===== config.mk =====
export PLATFORM = sky130hd
export DESIGN_NAME = host_port_target_validator_unit
export DESIGN_NICKNAME = d
export VERILOG_FILES = /design/src/rtl/hpv_pkg.sv /design/src/rtl/hpv_front.sv /design/src/rtl/hpv_queue.sv /design/src/rtl/hpv_back.sv /design/src/rtl/host_port_target_validator_unit.sv
export SDC_FILE = /design/constraint.sdc
export NUM_CORES = 1
export LEC_CHECK = 0
export ABC_AREA = 1
export BUFFER_PORTS_ARGS = -buffer_cell sky130_fd_sc_hd__buf_2
export CAP_MARGIN = 20
export CORE_MARGIN = 5
export CORE_UTILIZATION = 51
export DETAILED_ROUTE_END_ITERATION = 16
export GPL_TIMING_DRIVEN = 0
export PLACE_DENSITY = 0.68
export SLEW_MARGIN = 10
export SYNTH_ARGS = -nofsm -noshare
export SYNTH_HDL_FRONTEND = slang
export SYNTH_HIERARCHICAL = 1
export SYNTH_SLANG_ARGS = --single-unit

===== constraint.sdc =====
create_clock -name clk -period 4.4 [get_ports clk]
set_clock_uncertainty 0.15 [all_clocks]
set_input_delay 1.1 -clock clk [delete_from_list [all_inputs] [get_ports clk]]
set_output_delay 1.1 -clock clk [all_outputs]
set_load 0.01 [all_outputs]

===== src/rtl/hpv_pkg.sv =====
`timescale 1ns / 1ps

package hpv_pkg;

  // default string length limit and depth of the queue between front and back
  localparam int MAX_TARGET_BYTES_DEF = 256;
  localparam int QUEUE_DEPTH          = 4;
  localparam int QUEUE_AW             = $clog2(QUEUE_DEPTH);

  // result status codes
  localparam logic [3:0] ST_OK        = 4'd0;
  localparam logic [3:0] ST_EMPTY     = 4'd1;
  localparam logic [3:0] ST_TOO_LONG  = 4'd2;
  localparam logic [3:0] ST_NONPRINT  = 4'd3;
  localparam logic [3:0] ST_BRACKET   = 4'd4;
  localparam logic [3:0] ST_NOT_HP    = 4'd5;
  localparam logic [3:0] ST_IPV6_BARE = 4'd6;
  localparam logic [3:0] ST_HOST_CHAR = 4'd7;
  localparam logic [3:0] ST_PORT      = 4'd8;

  // one classified word as it travels from front to back
  typedef struct packed {
    logic       has;
    logic       last;
    logic       is_print;
    logic       is_digit;
    logic       is_colon;
    logic       is_lbr;
    logic       is_rbr;
    logic       plain_ok;
    logic       br_ok;
    logic [3:0] digit;
  } item_t;

endpackage


===== src/rtl/hpv_front.sv =====
`timescale 1ns / 1ps

module hpv_front import hpv_pkg::*; (
  input  logic       clk,
  input  logic       rst_n,
  input  logic       in_tvalid,
  output logic       in_tready,
  input  logic [7:0] in_tdata,
  input  logic       in_tuser,
  input  logic       in_tlast,
  output logic       fr_valid,
  input  logic       fr_ready,
  output item_t      fr_item
);

  logic  valid_r;
  item_t item_r;
  item_t item_nxt;
  logic  dig, upper, lower, hex_al;

  // character classes of the incoming byte
  always_comb begin
    dig    = (in_tdata >= 8'h30) && (in_tdata <= 8'h39);
    upper  = (in_tdata >= 8'h41) && (in_tdata <= 8'h5a);
    lower  = (in_tdata >= 8'h61) && (in_tdata <= 8'h7a);
    hex_al = ((in_tdata >= 8'h41) && (in_tdata <= 8'h46)) ||
             ((in_tdata >= 8'h61) && (in_tdata <= 8'h66));
    item_nxt.has      = in_tuser;
    item_nxt.last     = in_tlast;
    item_nxt.is_print = (in_tdata >= 8'h21) && (in_tdata <= 8'h7e);
    item_nxt.is_digit = dig;
    item_nxt.is_colon = (in_tdata == 8'h3a);
    item_nxt.is_lbr   = (in_tdata == 8'h5b);
    item_nxt.is_rbr   = (in_tdata == 8'h5d);
    item_nxt.plain_ok = dig || upper || lower || (in_tdata == 8'h2e) ||
                        (in_tdata == 8'h2d) || (in_tdata == 8'h5f);
    item_nxt.br_ok    = dig || hex_al || (in_tdata == 8'h3a) || (in_tdata == 8'h2e) ||
                        (in_tdata == 8'h25) || (in_tdata == 8'h2d) || (in_tdata == 8'h5f);
    item_nxt.digit    = in_tdata[3:0];
  end

  // single holding stage, refilled in the cycle it drains
  assign in_tready = !valid_r || fr_ready;
  assign fr_valid  = valid_r;
  assign fr_item   = item_r;

  always_ff @(posedge clk) begin
    if (!rst_n) begin
      valid_r <= 1'b0;
    end else if (in_tready) begin
      valid_r <= in_tvalid;
    end
  end

  always_ff @(posedge clk) begin
    if (in_tvalid && in_tready) begin
      item_r <= item_nxt;
    end
  end

endmodule


===== src/rtl/hpv_queue.sv =====
`timescale 1ns / 1ps

module hpv_queue import hpv_pkg::*; (
  input  logic  clk,
  input  logic  rst_n,
  input  logic  push_valid,
  output logic  push_ready,
  input  item_t push_item,
  output logic  pop_valid,
  input  logic  pop,
  output item_t pop_item
);

  item_t                mem [QUEUE_DEPTH];
  logic [QUEUE_AW-1:0]  wptr_r, rptr_r;
  logic [QUEUE_AW:0]    cnt_r;
  logic                 do_push, do_pop;

  assign push_ready = (cnt_r != (QUEUE_AW+1)'(QUEUE_DEPTH));
  assign pop_valid  = (cnt_r != '0);
  assign pop_item   = mem[rptr_r];
  assign do_push    = push_valid && push_ready;
  assign do_pop     = pop && pop_valid;

  // pointers and fill count
  always_ff @(posedge clk) begin
    if (!rst_n) begin
      wptr_r <= '0;
      rptr_r <= '0;
      cnt_r  <= '0;
    end else begin
      if (do_push) wptr_r <= wptr_r + 1'b1;
      if (do_pop)  rptr_r <= rptr_r + 1'b1;
      if (do_push && !do_pop) cnt_r <= cnt_r + 1'b1;
      else if (do_pop && !do_push) cnt_r <= cnt_r - 1'b1;
    end
  end

  // storage
  always_ff @(posedge clk) begin
    if (do_push) begin
      mem[wptr_r] <= push_item;
    end
  end

endmodule


===== src/rtl/hpv_back.sv =====
`timescale 1ns / 1ps

module hpv_back import hpv_pkg::*; #(
  parameter int MAX_TARGET_BYTES = MAX_TARGET_BYTES_DEF
) (
  input  logic       clk,
  input  logic       rst_n,
  input  logic       q_valid,
  output logic       q_pop,
  input  item_t      q_item,
  output logic       out_tvalid,
  input  logic       out_tready,
  output logic [7:0] out_tdata,
  output logic       out_tuser
);

  localparam int CW = $clog2(MAX_TARGET_BYTES + 2);
  localparam logic [CW-1:0] MAX_CNT = CW'(MAX_TARGET_BYTES);

  // parse phases
  localparam logic [2:0] PH_START    = 3'd0;
  localparam logic [2:0] PH_UNBR     = 3'd1;
  localparam logic [2:0] PH_BR_HOST  = 3'd2;
  localparam logic [2:0] PH_BR_AFTER = 3'd3;
  localparam logic [2:0] PH_BR_PORT  = 3'd4;

  logic [CW-1:0] bc_r, bc_nxt;
  logic [2:0]    phase_r, phase_nxt;
  logic          brk_r, brk_nxt;
  logic          np_r, np_nxt;
  logic          ferr_r, ferr_nxt;
  logic [1:0]    cc_r, cc_nxt;
  logic          cstart_r, cstart_nxt;
  logic          prevc_r, prevc_nxt;
  logic          hnz_r, hnz_nxt;
  logic          herr_r, herr_nxt;
  logic [2:0]    pdc_r, pdc_nxt;
  logic [16:0]   acc_r, acc_nxt;
  logic          perr_r, perr_nxt;
  logic          do_plain, do_port;
  logic [19:0]   prod;
  logic [3:0]    status_nxt;
  logic          out_valid_r;
  logic [3:0]    status_r;

  // take the next word whenever the output register is free or draining
  assign q_pop = q_valid && (!out_valid_r || out_tready);

  // per-byte state update
  always_comb begin
    bc_nxt     = bc_r;
    phase_nxt  = phase_r;
    brk_nxt    = brk_r;
    np_nxt     = np_r;
    ferr_nxt   = ferr_r;
    cc_nxt     = cc_r;
    cstart_nxt = cstart_r;
    prevc_nxt  = prevc_r;
    hnz_nxt    = hnz_r;
    herr_nxt   = herr_r;
    pdc_nxt    = pdc_r;
    acc_nxt    = acc_r;
    perr_nxt   = perr_r;
    do_plain   = 1'b0;
    do_port    = 1'b0;
    prod       = ({3'b000, acc_r} << 3) + ({3'b000, acc_r} << 1) + {16'd0, q_item.digit};
    if (q_item.has) begin
      if (bc_r <= MAX_CNT) bc_nxt = bc_r + 1'b1;
      if (!q_item.is_print) np_nxt = 1'b1;
      unique case (phase_r)
        PH_START: begin
          if (q_item.is_lbr) begin
            brk_nxt   = 1'b1;
            phase_nxt = PH_BR_HOST;
          end else begin
            phase_nxt = PH_UNBR;
            do_plain  = 1'b1;
          end
        end
        PH_UNBR: begin
          do_plain = 1'b1;
        end
        PH_BR_HOST: begin
          if (q_item.is_rbr) begin
            if (!hnz_r) ferr_nxt = 1'b1;
            phase_nxt = PH_BR_AFTER;
          end else begin
            hnz_nxt = 1'b1;
            if (!q_item.br_ok) herr_nxt = 1'b1;
          end
        end
        PH_BR_AFTER: begin
          if (!q_item.is_colon) ferr_nxt = 1'b1;
          phase_nxt = PH_BR_PORT;
        end
        default: begin
          do_port = 1'b1;
        end
      endcase
      // unbracketed host or port byte
      if (do_plain) begin
        if (q_item.is_colon) begin
          if ((cc_r == 2'd0) && (bc_nxt == CW'(1))) cstart_nxt = 1'b1;
          if (cc_r != 2'd3) cc_nxt = cc_r + 1'b1;
          prevc_nxt = 1'b1;
        end else begin
          prevc_nxt = 1'b0;
          if (cc_r == 2'd0) begin
            hnz_nxt = 1'b1;
            if (!q_item.plain_ok) herr_nxt = 1'b1;
          end else begin
            do_port = 1'b1;
          end
        end
      end
      // port digit accumulation
      if (do_port) begin
        if (pdc_r != 3'd6) pdc_nxt = pdc_r + 1'b1;
        if (!q_item.is_digit) begin
          perr_nxt = 1'b1;
        end else if (!perr_r && (pdc_nxt <= 3'd5)) begin
          acc_nxt = prod[16:0];
          if (prod > 20'd65535) perr_nxt = 1'b1;
        end
      end
    end
  end

  // verdict in check order
  always_comb begin
    if (bc_nxt == '0) begin
      status_nxt = ST_EMPTY;
    end else if (bc_nxt > MAX_CNT) begin
      status_nxt = ST_TOO_LONG;
    end else if (np_nxt) begin
      status_nxt = ST_NONPRINT;
    end else if (brk_nxt && (ferr_nxt || (phase_nxt != PH_BR_PORT))) begin
      status_nxt = ST_BRACKET;
    end else if (!brk_nxt && ((cc_nxt == 2'd0) || prevc_nxt ||
                              ((cc_nxt == 2'd1) && cstart_nxt))) begin
      status_nxt = ST_NOT_HP;
    end else if (!brk_nxt && (cc_nxt >= 2'd2)) begin
      status_nxt = ST_IPV6_BARE;
    end else if (herr_nxt) begin
      status_nxt = ST_HOST_CHAR;
    end else if (perr_nxt || (pdc_nxt == 3'd0) || (pdc_nxt > 3'd5) || (acc_nxt == '0)) begin
      status_nxt = ST_PORT;
    end else begin
      status_nxt = ST_OK;
    end
  end

  // parse state, cleared after every result
  always_ff @(posedge clk) begin
    if (!rst_n || (q_pop && q_item.last)) begin
      bc_r     <= '0;
      phase_r  <= PH_START;
      brk_r    <= 1'b0;
      np_r     <= 1'b0;
      ferr_r   <= 1'b0;
      cc_r     <= 2'd0;
      cstart_r <= 1'b0;
      prevc_r  <= 1'b0;
      hnz_r    <= 1'b0;
      herr_r   <= 1'b0;
      pdc_r    <= 3'd0;
      acc_r    <= '0;
      perr_r   <= 1'b0;
    end else if (q_pop) begin
      bc_r     <= bc_nxt;
      phase_r  <= phase_nxt;
      brk_r    <= brk_nxt;
      np_r     <= np_nxt;
      ferr_r   <= ferr_nxt;
      cc_r     <= cc_nxt;
      cstart_r <= cstart_nxt;
      prevc_r  <= prevc_nxt;
      hnz_r    <= hnz_nxt;
      herr_r   <= herr_nxt;
      pdc_r    <= pdc_nxt;
      acc_r    <= acc_nxt;
      perr_r   <= perr_nxt;
    end
  end

  // output register
  always_ff @(posedge clk) begin
    if (!rst_n) begin
      out_valid_r <= 1'b0;
    end else if (q_pop && q_item.last) begin
      out_valid_r <= 1'b1;
    end else if (out_tready) begin
      out_valid_r <= 1'b0;
    end
  end

  always_ff @(posedge clk) begin
    if (q_pop && q_item.last) begin
      status_r <= status_nxt;
    end
  end

  assign out_tvalid = out_valid_r;
  assign out_tdata  = {4'b0000, status_r};
  assign out_tuser  = (status_r == ST_OK);

endmodule


===== src/rtl/host_port_target_validator_unit.sv =====
`timescale 1ns / 1ps
// channel | direction | tdata                  | tuser        | tlast
// in_     | in        | [7:0] ch               | has_byte     | last_byte
// out_    | out       | [3:0] status, [7:4] 0  | is_valid     | -
//
// one word per cycle sustained unless output stalls fill the queue; a status is
// offered once the last word has passed the holding stage, queue and output
// register; rst_n is synchronous and active low; it empties the queue and clears
// the parse state; the holding stage and 4-entry queue absorb output stalls, and
// in_tready falls only once the queue is full

module host_port_target_validator_unit import hpv_pkg::*; #(
  parameter int MAX_TARGET_BYTES = MAX_TARGET_BYTES_DEF
) (
  input  logic       clk,
  input  logic       rst_n,
  input  logic       in_tvalid,
  output logic       in_tready,
  input  logic [7:0] in_tdata,   // [7:0] ch
  input  logic       in_tuser,   // [0] has_byte
  input  logic       in_tlast,
  output logic       out_tvalid,
  input  logic       out_tready,
  output logic [7:0] out_tdata,  // [3:0] status, [7:4] zero
  output logic       out_tuser   // [0] is_valid
);

  logic  fr_valid, fr_ready, q_valid, q_pop;
  item_t fr_item, q_item;

  // front: accept and classify
  hpv_front u_front (
    .clk       (clk),
    .rst_n     (rst_n),
    .in_tvalid (in_tvalid),
    .in_tready (in_tready),
    .in_tdata  (in_tdata),
    .in_tuser  (in_tuser),
    .in_tlast  (in_tlast),
    .fr_valid  (fr_valid),
    .fr_ready  (fr_ready),
    .fr_item   (fr_item)
  );

  // decoupling queue
  hpv_queue u_queue (
    .clk        (clk),
    .rst_n      (rst_n),
    .push_valid (fr_valid),
    .push_ready (fr_ready),
    .push_item  (fr_item),
    .pop_valid  (q_valid),
    .pop        (q_pop),
    .pop_item   (q_item)
  );

  // back: parse state and verdict
  hpv_back #(
    .MAX_TARGET_BYTES (MAX_TARGET_BYTES)
  ) u_back (
    .clk        (clk),
    .rst_n      (rst_n),
    .q_valid    (q_valid),
    .q_pop      (q_pop),
    .q_item     (q_item),
    .out_tvalid (out_tvalid),
    .out_tready (out_tready),
    .out_tdata  (out_tdata),
    .out_tuser  (out_tuser)
  );

endmodule


==> run summary, run 1 <==
# setup viols final: 0
P_leak: 0.003999 uW
Register area share after synthesis: 41.10%
Asr flop ratio synth: 0%
Fin crit period: 3918 ps
Final core utilization: 58.59%
Crit path max fanout: 10
DR WL/cell: 13.70 um
Worst r2r dst: u_back/status_r[3]
Crit Path Category: reg2reg
Worst skew pair latency: 410 ps
Max-cap violations: 0
Area share of the largest cell type after synthesis: 27.18%
Pin count of the biggest net entering global routing: 17
Total of warnings raised by yosys: 6
Initial Util: 52.25%
Total GRT Usage: 19.60%
Worst Hold End: u_back/herr_r
Area contributors post-synth: edfxtp_1 (27%), dfxtp_1 (14%), nand2_1 (11%)
Main flop type after synthesis: edfxtp_1
Final WL: 17,030 um
Final cycle utilization of the critical path: 89.05%
Number of flops mapped to enable cells by yosys: 69
PortBufs: 20
Final nets: 1,108
I/O pins: 25
HPWL Detailed: 12,680 um
First drt pass iteration count: 5
Iter 0 DRT Violations: 557
Initial antenna violation count: 0
CTS buffer count: 17
DRC errors left: 0
Layout cells sized above 1: 10.29%
Synthesized cell area: 0.007622 sq mm
Min-Delay Path Class: reg2reg
R2R cell count: 22
Vias: 6,551
Worst setup margin: 481.9 ps
Vias in the first global route: 5,989
Diode count: 0
Hold Startpoint: u_back/herr_r
Flops & latches, synth: 122
VDD IR max: 334.5 uV
Worst-Margin Slew: 861.1 ps
Die Ht: 132.3 um
Root Driver: clkbuf_16
Hold Buf Count CTS: 0
Synth cell types: 52
Die area: 0.01749 sq mm
Critical Path AT: 3930 ps
Final GP Congestion: 0.8985
Reg2Reg Setup Slack: 480 ps
Slew headroom: 42.60%
Syn Inst Count: 1,000
Setup bufs post-CTS: 0
Htree depth: 4
Top cell type by total area after synthesis: edfxtp_1
Clock Path Buffers: 2
Setup crit end kind: register
Pre-CTS setup slack: 479.8 ps
CP Data Required Time: 4410 ps
Status: finished, final reports clean
Worst hold stages: 2
Clock tree sinks: 122
Final Hold Fails: 0
Worst-path clk slew: 60 ps
Site row count: 44
RSZ-0062 raised after global routing: no
Vias per cell: 5.270
CTS tree: done
Final slew viol count: 0
Power density over the cells: 688.7 mW/mm^2
Congestion Overflow GR: 0
Post-CTS Resized: 0
Post-synth top cells: nand2_1 (225), inv_1 (137), nor2_1 (122), o21ai_0 (80), edfxtp_1 (69)
First-pass GRT wire length: 28,370 um
Die extent in x: 132.3 um
Core Region: 0.01459 sq mm
Most numerous cell in the Yosys netlist: nand2_1
Fmax: 255.2 MHz
Area growth from synthesis to layout: 12.15%
Synth Area per Inst: 7.622 sq um
Setup_tns: 0 ps
Crit path launch type: register
Antenna-violating nets left: 0
==> worst max-delay path by stage <==
stage / start / end / cells past startpoint
2_1_floorplan: register / u_back/status_r[3] / 24
3_3_place_gp: out_tready / u_queue/cnt_r[1] / 13
3_5_place_dp: register / u_back/status_r[3] / 22
4_1_cts: register / u_back/status_r[3] / 22
5_1_grt: register / u_back/status_r[3] / 22
6_report: register / u_back/status_r[3] / 22
==> area by class of cell <==
cell class / count / area [sq um]
buffer: 32 / 212.7
clock buffer: 20 / 446.7
clock inverter: 12 / 100.1
fill: 1358 / 6041
inverter: 148 / 560.5
multi-input combinational: 701 / 3731
sequential: 122 / 3133
tap: 184 / 230.2
timing repair buffer: 24 / 133.9
==> layout by cell type, fill, tap and decap left out, types with 8 or more instances in the layout <==
| cell type | count |
|---|---|
| nand2_1 | 225 |
| inv_1 | 137 |
| nor2_1 | 122 |
| o21ai_0 | 80 |
| edfxtp_1 | 69 |
| a21oi_1 | 56 |
| dfxtp_1 | 53 |
| nand3_1 | 49 |
| ha_1 | 45 |
| buf_2 | 24 |
| clkbuf_16 | 17 |
| clkbuf_1 | 14 |
| o22ai_1 | 14 |
| o21ai_1 | 13 |
| nor3_1 | 11 |
| inv_2 | 10 |
| buf_4 | 9 |
| buf_6 | 8 |
| nand4_1 | 8 |
==> layer usage <==
layer	routed length [um]	share of wire, %	global-route usage [%]	up-vias
met3	735	4.3	4.275	30
met5	0	0	0	-
met1	8097	48	26.60	2951
li1	-	-	-	3387
met2	7856	46	30.80	183
met4	345	2.0	7.410	0
==> per-stage QoR <==
| step | hold WS (ps) | cells | cell area (sq um) | power (uW) |
|---|---|---|---|---|
| CTS | 318.9 | 1242 | 8537 | 5922 |
| finish | 318.6 | 1243 | 8548 | 5887 |
| detailed placement | 308.5 | 1210 | 7990 | 4619 |
| global placement | 299.4 | 1207 | 7964 | 4566 |
| floorplan | 279.5 | 1003 | 7634 | 3862 |
| global route | 342.7 | 1243 | 8548 | 6398 |
==> where the power goes <==
group / total, uW / internal [uW] / switching (uW)
sequential: 1690 / 1480 / 208
clock: 1270 / 785 / 487
combinational: 2930 / 1020 / 1910
==> cell families after synthesis <==
| kind of cell | after synthesis | synth area share, % |
|---|---|---|
| buffers and inverters | 180 | 10.14 |
| AO/OA/AOI/OAI | 197 | 14.45 |
| flip-flops | 122 | 41.10 |
| AND/OR/NAND/NOR | 443 | 25.05 |
| other | 1 | 0.04920 |
| adder cells (fa/ha/maj) | 48 | 8.175 |
| XOR/XNOR | 9 | 1.034 |
==> state kept, by name, summed over array words and instances, names as in the netlist, 2 cells and up, named ones only <==
signal / cells
u_back/acc_r: 17
u_back/bc_r: 9
u_back/cc_r: 2
u_back/pdc_r: 3
u_back/phase_r: 3
u_back/status_r: 4
u_front/fr_item: 13
u_queue/cnt_r: 3
u_queue/mem: 52
u_queue/rptr_r: 2
u_queue/wptr_r: 2
==> worst max-delay path, stage by stage, from the launching register on <==
cell and delay, ps:
dfxtp_1 410, buf_2 250, o21ai_0 120, o22ai_1 170, inv_1 90, fa_1 540
fa_1 480, inv_1 100, nand3_1 70, nand2_1 150, nand3_1 100, nand2_1 140
nand2_1 90, nand3_1 90, nand2_1 80, nor2_1 120, nand3_1 110, nand2_1 90
nand2_1 60, nand2_1 80, nand2_1 50, nor2_1 90, nor2_1 50
Power figures use the tool's default switching activity.
==> run 2: changes to the inputs <==
--- a/config.mk
+++ b/config.mk
@@ -16,5 +16,4 @@
 export SLEW_MARGIN = 10
 export SYNTH_ARGS = -nofsm -noshare
 export SYNTH_HDL_FRONTEND = slang
-export SYNTH_HIERARCHICAL = 1
 export SYNTH_SLANG_ARGS = --single-unit
==> constraint.sdc (replaced) <==
create_clock -name clk -period 4.45 [get_ports clk]
set_clock_uncertainty 0.15 [all_clocks]
set_input_delay 1.1125 -clock clk [delete_from_list [all_inputs] [get_ports clk]]
set_output_delay 1.1125 -clock clk [all_outputs]
set_load 0.01 [all_outputs]
==> run summary, run 2 <==
Initial antenna violation count: 0 (unchanged)
Diode count: 0 (unchanged)
Top cell type by total area after synthesis: edfxtp_1
P_leak: 0.003891 uW (-2.7%)
Most numerous cell in the Yosys netlist: nand2_1
Die extent in x: 129.6 um (-2.0%)
Power density over the cells: 734.0 mW/mm^2 (+6.6%)
Final WL: 16,480 um (-3.3%)
Syn Inst Count: 931 (-6.9%)
Die area: 0.01679 sq mm (-4.0%)
Area share of the largest cell type after synthesis: 28.41% (+1.2 points)
Buf/Inv on CP: 4 (+1)
Final cycle utilization of the critical path: 93.11% (+4.1 points)
Area contributors post-synth: edfxtp_1 (28%), dfxtp_1 (15%), nand2_1 (10%)
Max FFs per register: 52 (unchanged)
Htree depth: 4 (unchanged)
Clock tree sinks: 122 (unchanged)
Fin crit period: 4143 ps (+225.3 ps)
Congestion Overflow GR: 0 (unchanged)
Site row count: 43 (-2.3%)
WHS: 328.4 ps (+9.833 ps)
Fmax: 241.3 MHz (-5.4%)
Synth cell types: 48 (-7.7%)
Hold Buf Count CTS: 0 (unchanged)
I/O pins: 25 (unchanged)
VDD IR max: 411.2 uV (+23%)
HPWL Detailed: 12,450 um (-1.9%)
Final GP Congestion: 0.8891 (-1.0%)
Pin count of the biggest net entering global routing: 17 (unchanged)
Status: finished, final reports clean
Synth Area per Inst: 7.834 sq um (+2.8%)
DRC errors left: 0 (unchanged)
Vias: 6,017 (-8.2%)
Crit-path cells: buf_6 > inv_6 > buf_6 > buf_2 > nand2_1 > a32o_1 > fa_1 > fa_1 > o21ai_1 > nand2_1 > nand2_1 > nand3_1 > nand3_1 > nand2_1 > nand2_1 > o21ai_0 > nor2_1 > nand3_1 > nor2_1 > nor2_1 > nor2_1
Die Ht: 129.6 um (-2.0%)
Clock Path Buffers: 2 (unchanged)
Most common cell after layout, fill and taps aside: nand2_1
WL met3: 639 um (-13%)
CP delay by family, top: simple AND/OR/NAND/NOR gates
Layout cells sized above 1: 10.61% (+0.31 points)
Wire length on met2: 7758 um (-1.2%)
PortBufs: 20 (unchanged)
Iter 0 DRT Violations: 412 (-26%)
Core Region: 0.01393 sq mm (-4.5%)
Critical path's slowest cell: fa_1
Total GRT Usage: 20.88% (+1.3 points)
Vias in the first global route: 5,644 (-5.8%)
CP Data Required Time: 4580 ps (+170 ps)
Root Driver: clkbuf_16
Total of warnings raised by yosys: 0 (-6)
Max-cap violations: 0 (unchanged)
Most frequent cells in the layout: nand2_1 (200), inv_1 (129), nor2_1 (109), edfxtp_1 (69), a21oi_1 (56)
Worst skew pair latency: 420 ps (about the same)
Crit Path Category: reg2reg
Setup crit end kind: register
Main flop type after synthesis: edfxtp_1
Min-Delay Path Class: reg2reg
CTS tree: done
Initial Util: 52.34% (+0.092 points)
Area growth from synthesis to layout: 13.18%
CP most frequent cell: nand2_1
Final Hold Fails: 0 (unchanged)
Worst-Margin Slew: 946.4 ps (+85.38 ps)
# setup viols final: 0 (unchanged)
Antenna-violating nets left: 0 (unchanged)
First-pass GRT wire length: 27,530 um (-2.9%)
Max layer used: met4
Asr flop ratio synth: 0% (unchanged)
Slowest cell delay on critical path: 530 ps (about the same)
Critical Path AT: 4270 ps (+340 ps)
Final nets: 1,038 (-6.3%)
M1 WL: 7795 um (-3.7%)
Worst-path clk slew: 60 ps (about the same)
Flops & latches, synth: 122 (unchanged)
Number of flops mapped to enable cells by yosys: 69 (unchanged)
Crit path launch type: register
Crit path max fanout: 10 (unchanged)
CTS buffer count: 17 (unchanged)
Final cell count without fillers: 1,170 (-5.9%)
Placed cells: 1,138 (-6.0%)
Final core utilization: 59.24% (+0.64 points)
Slew headroom: 36.36% (-6.2 points)
Post-synth top cells: nand2_1 (200), inv_1 (129), nor2_1 (109), edfxtp_1 (69), a21oi_1 (56)
Biggest register: u_queue.mem
RSZ-0062 raised after global routing: no
First drt pass iteration count: 5 (unchanged)
Setup_tns: 0 ps (unchanged)
Synthesized cell area: 0.007293 sq mm (-4.3%)
Final slew viol count: 0 (unchanged)
Vias per cell: 5.143 (-2.4%)
DR WL/cell: 14.08 um (+2.8%)
Register area share after synthesis: 42.96% (+1.9 points)
## run 2: changes by cell type after synthesis, sizes merged, moves of 6 or more
cell	before	now
o22ai	14	7
nor2	128	112
nand2	234	213
o211ai	4	12
o21ai	100	71
nand3	50	56
inv	148	138
## run 2: tightest hold or removal path: cells and delay by family, from the launching register on
| kind | cells | cell delay (ps) |
|---|---|---|
| simple gates | 1 | 70 |
| compound gates | 1 | 40 |
| flops | 1 | 330 |
## run 2: where the power goes
group,switching (uW),internal [uW]
registers,218,1470
clock network,549,838
logic,1970,1020
total,2740,3320
## run 2: worst paths after layout
| check | start | endpoint | slack [ps] | cells after the start |
|---|---|---|---|---|
| max | register | u_back.status_r[3] | 310 | 21 |
| max reg2reg | register | u_back.status_r[3] | 310 | 21 |
| min | u_back.herr_r | u_back.herr_r | 330 | 2 |
| min reg2reg | u_back.herr_r | u_back.herr_r | 330 | 2 |
## run 2: layout make-up
cell class	instances	area, sq um
Tap cell	180	225.2
Clock buffer	18	429.2
Inverter	138	523.0
Multi-Input combinational cell	649	3492
Fill cell	1261	5680
Clock inverter	14	161.4
Sequential cell	122	3133
Buffer	25	156.4
Timing Repair Buffer	24	133.9
## run 2: timing repair
item	CTS	global route
setup endpoints to repair	0	1
resized for setup	0	1
buffers inserted	0	0
## run 2: per-stage QoR
| stage | cell area, sq um | setup slack, ps | total power, uW |
|---|---|---|---|
| detailed placement | 7664 | 165.2 | 4665 |
| floorplan | 7305 | 824.6 | 3903 |
| CTS | 8254 | 155.1 | 6070 |
| global placement | 7630 | 201.2 | 4631 |
| finish | 8254 | 306.5 | 6058 |
| global route | 8254 | 17.29 | 6595 |
## run 2: cell families (layout without fill, tap and decap cells)
logic type	count (synthesis)	in the layout	share of synthesized area, %
flip-flops	122	122	42.96
AO/OA/AOI/OAI	173	173	13.59
AND/OR/NAND/NOR	412	412	24.15
other	1	4	0.05142
buffers and inverters	163	219	9.315
adder cells (fa/ha/maj)	47	47	8.372
XOR/XNOR	13	13	1.561
## run 2: per-layer routing
layer  vias to the layer above  track usage [%]
li1                       3181                -
met1                      2716            27.39
met2                        98            34.03
met3                        22            5.276
met4                         0            6.663
met5                         -                0
==> run 3: changes to the inputs <==
--- a/config.mk
+++ b/config.mk
@@ -8,6 +8,7 @@
 export ABC_AREA = 1
 export BUFFER_PORTS_ARGS = -buffer_cell sky130_fd_sc_hd__buf_2
 export CAP_MARGIN = 20
+export CORE_ASPECT_RATIO = 1.4
 export CORE_MARGIN = 5
 export CORE_UTILIZATION = 51
 export DETAILED_ROUTE_END_ITERATION = 16
==> run summary, run 3 (synthesis results as in run 2) <==
Worst-path clk slew: 60 ps (about the same)
Total GRT Usage: 20.38% (-0.50 points)
Area growth from synthesis to layout: 13.36%
# setup viols final: 0 (unchanged)
Final nets: 1,038 (unchanged)
CTS tree: done
Final slew viol count: 0 (unchanged)
Crit path max fanout: 10 (unchanged)
Die Ht: 151.5 um (+17%)
Reg2Reg Setup Slack: 330 ps (+20 ps)
Die area: 0.01683 sq mm (+0.20%)
Worst-Margin Slew: 805.0 ps (-141.4 ps)
Most common cell after layout, fill and taps aside: nand2_1
Iter 0 DRT Violations: 247 (-40%)
Congestion Overflow GR: 0 (unchanged)
Biggest register: u_queue.mem
Max-cap violations: 0 (unchanged)
Initial Util: 52.19% (-0.15 points)
DRC errors left: 0 (unchanged)
Final cell count without fillers: 1,175 (+0.43%)
Power density over the cells: 734.5 mW/mm^2 (about the same)
Slew headroom: 46.13% (+9.8 points)
DR WL/cell: 14.01 um (-0.53%)
Die extent in x: 111.1 um (-14%)
Crit path launch type: register
Core Region: 0.01397 sq mm (+0.29%)
I/O pins: 25 (unchanged)
WHS: 329.3 ps (+0.8090 ps)
Wire length on met2: 8611 um (+11%)
Antenna-violating nets left: 0 (unchanged)
Min-Delay Path Class: reg2reg
M1 WL: 6589 um (-15%)
WL met3: 628 um (-1.7%)
Fin crit period: 4120 ps (-23.35 ps)
Clock tree sinks: 122 (unchanged)
Vias: 6,117 (+1.7%)
CP Data Required Time: 4470 ps (-110 ps)
Initial antenna violation count: 0 (unchanged)
PortBufs: 20 (unchanged)
Max FFs per register: 52 (unchanged)
HPWL Detailed: 12,530 um (+0.69%)
Crit Path Category: reg2reg
Most frequent cells in the layout: nand2_1 (200), inv_1 (129), nor2_1 (108), edfxtp_1 (69), a21oi_1 (56)
Final Hold Fails: 0 (unchanged)
Status: finished, final reports clean
Clock Path Buffers: 2 (unchanged)
CTS buffer count: 17 (unchanged)
Final cycle utilization of the critical path: 92.59% (-0.52 points)
Final WL: 16,460 um (-0.11%)
Max layer used: met4
Vias per cell: 5.206 (+1.2%)
RSZ-0062 raised after global routing: no
Diode count: 0 (unchanged)
Critical Path AT: 4140 ps (-130 ps)
Worst hold stages: 2 (unchanged)
Setup_tns: 0 ps (unchanged)
Layout cells sized above 1: 10.81% (+0.20 points)
Final GP Congestion: 0.9294 (+4.5%)
Vias in the first global route: 5,896 (+4.5%)
Worst Hold End: u_back.herr_r
Worst r2r dst: u_back.status_r[3]
Pin count of the biggest net entering global routing: 17 (unchanged)
Worst skew pair latency: 420 ps (about the same)
First drt pass iteration count: 5 (unchanged)
First-pass GRT wire length: 27,360 um (-0.63%)
Root Driver: clkbuf_16
Htree depth: 4 (unchanged)
Placed cells: 1,142 (+0.35%)
Fmax: 242.7 MHz (+0.57%)
P_leak: 0.003896 uW (+0.13%)
Setup crit end kind: register
Site row count: 51 (+19%)
Hold Startpoint: u_back.herr_r
VDD IR max: 294.4 uV (-28%)
R2R cell count: 22 (+4.8%)
## run 3: changes by cell type in the layout (fill, tap and decap cells not counted), sizes merged
cell / before / now
clkinv: 3 / 1
buf: 41 / 40
inv: 145 / 148
## run 3: how the worst max path moves through the flow
stage	from	endpoint	slack [ps]
CTS	register	u_back.status_r[3]	150
global route	register	u_back.status_r[3]	9
global placement	register	u_back.status_r[3]	200
detailed placement	register	u_back.status_r[3]	170
floorplan	register	u_back.status_r[3]	820
finish	register	u_back.status_r[3]	330
## run 3: metal layers
metal	track usage (%)	vias to the layer above
met1	21.32	2750
met5	0	-
li1	-	3187
met2	38.94	141
met4	11.50	0
met3	3.099	39
## run 3: repair_timing
action                                  4_1_cts  5_1_grt
resized for setup                             0        1
setup buffers                                 0        0
endpoints found under the setup margin        0        1
hold buffers                                  0        0
## run 3: report_power, final
part,switching [uW],internal [uW],leakage [uW]
Sequential,215,1470,0.00107
Combinational,1980,1010,0.00253
Clock,552,847,0.000292
Total,2750,3330,0.00390
## run 3: critical path, cell delays in order, from the launching register on
cell and delay [ps]:
dfxtp_1 310, buf_6 140, inv_6 100, buf_6 150, buf_2 210, nand2_1 70
a32o_1 300, fa_1 540, fa_1 480, o21ai_1 300, nand2_1 90, nand2_1 140
nand3_1 110, nand3_1 90, nand2_1 90, nor2_1 100, nand3_1 120, nand2_1 80
nand2_1 60, nand2_1 60, nand2_1 40, nor2_1 90, nor2_1 40
## run 3: stage by stage
step	total power (uW)	setup slack (ps)	utilization, %	area, sq um
3_3_place_gp	4649	202.8	54.64	7636
3_5_place_dp	4682	170.0	54.82	7661
2_1_floorplan	3903	824.6	-	7305
4_1_cts	6098	152.5	59.13	8263
5_1_grt	6597	9.410	59.16	8268
6_report	6073	329.9	59.16	8268
## run 3: cell type report
cell class | instances | area, sq um
fill | 1254 | 5707
multi-input combinational | 649 | 3495
sequential | 122 | 3133
inverter | 138 | 523.0
clock buffer | 17 | 425.4
tap | 185 | 231.5
clock inverter | 15 | 176.4
buffer | 25 | 156.4
timing repair buffer | 24 | 127.6
